===== src/hw/rtl/radial_frequency_gain_core_macros.svh =====
// radial_frequency_gain_core_macros.svh: assertion macros for the gain core.
// No dependencies; included by radial_frequency_gain_core for its checks.
`ifndef RADIAL_FREQUENCY_GAIN_CORE_MACROS_SVH
`define RADIAL_FREQUENCY_GAIN_CORE_MACROS_SVH
`ifndef SYNTHESIS
`define RFG_ASSERT(lbl, clk, rst_n, prop) \
    lbl: assert property (@(posedge clk) disable iff (!rst_n) prop) \
        else $error("rfg assertion failed");
`define RFG_NEVER(lbl, clk, rst_n, cond) \
    lbl: assert property (@(posedge clk) disable iff (!rst_n) !(cond)) \
        else $error("rfg forbidden condition seen");
`else
`define RFG_ASSERT(lbl, clk, rst_n, prop)
`define RFG_NEVER(lbl, clk, rst_n, cond)
`endif
`endif


===== src/hw/rtl/rfg_div_pipe.sv =====
// rfg_div_pipe: multi-lane pipelined restoring divider, one quotient bit per stage.
// Standalone; the divisor must stay steady while items are in flight.
`timescale 1ns / 1ps
module rfg_div_pipe #(
    parameter int LANES = 2,
    parameter int DW    = 30,
    parameter int VW    = 13,
    parameter int TW    = 64
) (
    input  logic                       i_clk,
    input  logic                       i_rst_n,
    input  logic                       i_en,
    input  logic                       i_valid,
    input  logic [LANES-1:0][DW-1:0]   i_num,
    input  logic [LANES-1:0][VW-1:0]   i_den,
    input  logic [TW-1:0]              i_tag,
    output logic                       o_valid,
    output logic [LANES-1:0][DW-1:0]   o_quo,
    output logic [TW-1:0]              o_tag
);
    logic          r_valid [DW];
    logic [TW-1:0] r_tag   [DW];
    logic [VW-1:0] r_rem   [LANES][DW-1];
    logic [DW-1:0] r_num   [LANES][DW];

    for (genvar s = 0; s < DW; s++) begin : g_stage
        always_ff @(posedge i_clk) begin
            if (!i_rst_n) begin
                r_valid[s] <= 1'b0;
            end else if (i_en) begin
                r_valid[s] <= (s == 0) ? i_valid : r_valid[s == 0 ? 0 : s-1];
            end
        end

        always_ff @(posedge i_clk) begin
            if (i_en) begin
                r_tag[s] <= (s == 0) ? i_tag : r_tag[s == 0 ? 0 : s-1];
            end
        end

        for (genvar l = 0; l < LANES; l++) begin : g_lane
            logic [VW-1:0] p_rem;
            logic [DW-1:0] p_num;
            logic [VW:0]   t;
            logic          ge;

            if (s == 0) begin : g_first
                assign p_rem = '0;
                assign p_num = i_num[l];
            end else begin : g_next
                assign p_rem = r_rem[l][s-1];
                assign p_num = r_num[l][s-1];
            end

            // shift in the next dividend bit, subtract when it fits
            assign t  = {p_rem, p_num[DW-1]};
            assign ge = t >= {1'b0, i_den[l]};

            always_ff @(posedge i_clk) begin
                if (i_en) begin
                    r_num[l][s] <= {p_num[DW-2:0], ge};
                end
            end

            if (s < DW-1) begin : g_rem
                always_ff @(posedge i_clk) begin
                    if (i_en) begin
                        r_rem[l][s] <= ge ? VW'(t - {1'b0, i_den[l]}) : t[VW-1:0];
                    end
                end
            end
        end
    end

    assign o_valid = r_valid[DW-1];
    assign o_tag   = r_tag[DW-1];
    for (genvar l = 0; l < LANES; l++) begin : g_out
        assign o_quo[l] = r_num[l][DW-1];
    end
endmodule


===== config.mk =====
export PLATFORM = sky130hd
export DESIGN_NAME = rfg_div_pipe
export DESIGN_NICKNAME = d
export VERILOG_FILES = /design/src/hw/rtl/radial_frequency_gain_core_macros.svh /design/src/hw/rtl/rfg_div_pipe.sv
export SDC_FILE = /design/constraint.sdc
export NUM_CORES = 2
export LEC_CHECK = 0
export BUFFER_PORTS_ARGS = -buffer_cell sky130_fd_sc_hd__buf_2
export CORE_AREA = 3 3 602 604
export CTS_BUF_LIST = sky130_fd_sc_hd__clkbuf_8
export CTS_CLUSTER_DIAMETER = 80
export DETAILED_ROUTE_END_ITERATION = 8
export DIE_AREA = 0 0 605 607
export PLACE_DENSITY = 0.66
export SLEW_MARGIN = 20
export SYNTH_ARGS = -nofsm -noshare
export SYNTH_HDL_FRONTEND = slang
export SYNTH_MEMORY_MAX_BITS = 65536
export SYNTH_SLANG_ARGS = --single-unit

===== constraint.sdc =====
create_clock -name i_clk -period 4 [get_ports i_clk]
set_input_delay 0.2 -clock i_clk [delete_from_list [all_inputs] [get_ports i_clk]]
set_output_delay 0.2 -clock i_clk [all_outputs]
set_load 0.05 [all_outputs]

==> flow_metrics.py <==
metrics = {
    "run_status": {
        "result_of_the_run": "completed",
    },
    "layout": {
        "design.final.nets": 12600,
        "design_area_um2": 204000,
        "flow.area_growth_from_synthesis_pct": 14.1,
        "fraction_of_final_layout_cells_with_drive_strength_greater_than_1_pct": 17.1,
        "fin_cells": 17000,
        "fillerInstances": 27200,
    },
    "global_route": {
        "antenna_violations_before_repair": 6,
        "track_usage_pct": 16.2,
        "grt_first_pass_wirelength_mm": 477,
        "grt_pass1_vias": 89400,
        "largest_net_degree_at_the_start_of_global_routing": 157,
        "grt_remaining_overflow": 0,
    },
    "clock_tree": {
        "cts_tree": "done",
        "postCtsSetupBuffers": 0,
        "clk_lat_worst_skew_ps": 1120,
        "cts_num_sinks": 4504,
        "numCtsBuffers": 715,
        "worst_setup_hold_path_clk_slew_ps": 50,
        "cts_hold_repair.buffers": 274,
        "cts_resized": 0,
        "clock_tree_root_driver_cell": "sky130_fd_sc_hd__clkbuf_8",
        "cts_max_path_buffers": 4,
        "cts.htree.levels": 6,
    },
    "detailed_routing": {
        "drc": 0,
        "routed-via-count": 88200,
        "route.detailed.vias_per_inst": 5.20,
        "post_drt_wl_per_cell_um": 17.9,
        "drt-initial-drc-count": 6099,
        "router_iterations_before_antenna_repair": 5,
        "wl_mm": 303,
        "antenna_left": 0,
    },
    "sta": {
        "final.period_utilization_pct": 80.8,
        "worst_slew_margin_rel_pct": 33.1,
        "final_hold_viol_count": 0,
        "unrepaired_setup_endpoints_after_global_routing": "false",
        "setup_viol_count_final": 0,
        "final.setup.worst_slack_ps": 768,
        "tns_ps": 0,
        "timing_worst_slew_pin_value_ps": 1000,
        "layout_min_cycle_time_ps": 3230,
        "drv_slew": 0,
        "skew_ps": 56.0,
        "max_clock_freq_ghz": 0.309,
    },
    "placement": {
        "post-place-cells": 15400,
        "placement.cell_area_um2": 188000,
        "detailedPlacementHpwl_mm": 189,
        "io_buffers": 278,
        "place_worst_setup_slack_ps": 473,
        "place.gp.congestion": 0.872,
    },
    "setup_path": {
        "timing_worst_setup_path_type": "reg2reg",
        "critPathMaxFanout": 8,
        "crit_arrival_ps": 4050,
        "endpoint_kind": "flop",
        "critical_path.startpoint_type": "flop",
        "cp_data_required_time_ps": 4820,
    },
    "yosys": {
        "yosys_synthesis_warning_count": 0,
        "post_synth.cell_area_avg_um2": 17.4,
        "synthArstFlopShare_pct": 0,
        "synthesis.instances": 10200,
        "syn_area_um2": 179000,
        "synth_enable_flop_cells": 4503,
        "synth.yosys.seq_area_share_pct": 75.7,
        "postSynthNetCount": 11200,
        "ys_ff_latch": 4504,
        "synth_flop_cell": "sky130_fd_sc_hd__edfxtp_1",
        "netlist_cell_types": 84,
    },
    "power_and_ir_drop": {
        "p_seq_share_pct": 46.7,
        "power.share.clock_pct": 25.8,
        "vdd.ir_drop.worst_v": 0.000371,
        "swShare_pct": 29.1,
        "cellPowerDensity_nw_per_um2": 674,
        "switching_power_mw": 40.0,
        "power_mw": 137,
        "share_comb_of_total_power_pct": 27.5,
        "leakage_power_nw": 74.7,
        "power_report.internal_total_mw": 97.5,
    },
    "floorplan": {
        "dieHeight_um": 607,
        "placement_rows": 220,
        "die_area_um2": 367000,
        "start_util_pct": 49.9,
        "boundaryPins": 279,
        "core_area_um2": 358000,
        "chipWidth_um": 605,
    },
    "flow_run": {
        "maxCapViolations": 0,
    },
    "hold_path": {
        "worst_hold_path_type": "in2reg",
    },
}
sequential cells by signal, summed over array words and instances, names as in the netlist:
name / count
r_valid: 30
r_tag: 1920
r_num: 1800
r_rem: 754
Yosys cell counts (71+ instances only):
library cell	instances	area, um^2
sky130_fd_sc_hd__a21boi_0	77	578
sky130_fd_sc_hd__a21o_1	128	961
sky130_fd_sc_hd__a21oi_1	439	2200
sky130_fd_sc_hd__buf_4	82	616
sky130_fd_sc_hd__edfxtp_1	4503	135000
sky130_fd_sc_hd__ha_1	758	9480
sky130_fd_sc_hd__inv_1	320	1200
sky130_fd_sc_hd__mux2_2	551	6200
sky130_fd_sc_hd__mux2i_1	114	1140
sky130_fd_sc_hd__nand2_1	210	788
sky130_fd_sc_hd__nand3_1	78	390
sky130_fd_sc_hd__nand4_1	71	444
sky130_fd_sc_hd__nor2_1	621	2330
sky130_fd_sc_hd__nor2b_1	201	1260
sky130_fd_sc_hd__nor3_1	155	776
sky130_fd_sc_hd__o21a_1	217	1630
sky130_fd_sc_hd__o21ai_0	350	1750
sky130_fd_sc_hd__o31ai_1	76	571
sky130_fd_sc_hd__xnor2_1	309	2710
sky130_fd_sc_hd__xor2_1	116	1020
cell type report:
| class | instances | area, um^2 | area share [%] |
|---|---|---|---|
| Clock inverter | 545 | 3070 | 1.51 |
| Tap cell | 4773 | 5970 | 2.93 |
| Multi-Input combinational cell | 5267 | 41300 | 20.3 |
| Antenna cell | 7 | 17.5 | 0.00859 |
| Clock buffer | 721 | 9920 | 4.87 |
| Sequential cell | 4504 | 135000 | 66.3 |
| Inverter | 321 | 1200 | 0.591 |
| Timing Repair Buffer | 817 | 7140 | 3.50 |
power by group through the flow:
stage / Sequential [mW] / Clock [mW] / Combinational, mW
after detailed placement: 65.2 / 0 / 37.3
after floorplan: 63.5 / 0 / 29.3
after CTS: 64.3 / 37.1 / 37.8
after global placement: 65.2 / 0 / 36.1
after global routing: 64.7 / 39.2 / 42.2
final: 64.2 / 35.4 / 37.8
layout by cell type (no fill, tap or decap), drive strengths merged, types with 158 or more instances in the layout:
| master | Yosys | layout |
|---|---|---|
| xnor2 | 309 | 309 |
| nand2 | 210 | 210 |
| ha | 758 | 758 |
| clkbuf | 31 | 721 |
| nor2 | 621 | 621 |
| edfxtp | 4503 | 4503 |
| nor2b | 202 | 202 |
| o21a | 217 | 217 |
| mux2 | 571 | 571 |
| o21ai | 372 | 372 |
| buf | 119 | 543 |
| dlygate4sd3 | 0 | 274 |
| clkinv | 0 | 241 |
| a21oi | 441 | 441 |
| nor3 | 158 | 158 |
| inv | 321 | 593 |
worst paths after layout:
check	start	endpoint	slack (ps)	cells after the start
max	r_num[0][1079]$_DFFE_PP_	r_rem[0][423]$_DFFE_PP_	770	11
min reg2reg	r_num[0][725]$_DFFE_PP_	r_num[0][696]$_DFFE_PP_	370	0
min	i_den[22]	r_rem[0][425]$_DFFE_PP_	150	5
max reg2reg	r_num[0][1079]$_DFFE_PP_	r_rem[0][423]$_DFFE_PP_	770	11
cells by family after synthesis:
kind of cell,synth area share [%]
AOI/OAI and AO/OA,6.40
xor gates and xnor gates,2.08
adders and majority gates,5.94
buffers and inverters,1.20
DFF,75.7
muxes,4.27
and+or+nand+nor,4.41
critical path, cell delays in order (launching register included):
cell                       delay (ps)
sky130_fd_sc_hd__edfxtp_1         320
sky130_fd_sc_hd__inv_1             50
sky130_fd_sc_hd__ha_1             200
sky130_fd_sc_hd__fa_1             400
sky130_fd_sc_hd__nor2b_1          170
sky130_fd_sc_hd__o21ai_0          140
sky130_fd_sc_hd__a21oi_1          270
sky130_fd_sc_hd__o311a_1          200
sky130_fd_sc_hd__o21ai_0          150
sky130_fd_sc_hd__a21oi_1          460
sky130_fd_sc_hd__buf_4            270
sky130_fd_sc_hd__mux2_2           340
through the flow:
step | util (%) | hold WS (ps)
after CTS | 56.9 | 10.4
final | 56.9 | 154
after global routing | 56.9 | 60.3
after detailed placement | 52.5 | 378
after floorplan | - | 299
after global placement | 52.5 | 377
metal layers:
metal | vias up | track usage (%) | part of all wire [%]
li1 | 42800 | - | -
met1 | 43000 | 21.2 | 44
met2 | 1736 | 27.2 | 49
met3 | 670 | 2.85 | 4.2
met4 | 2 | 6.24 | 3.3
met5 | - | 0 | 0.0026
Power figures use the tool's default switching activity.
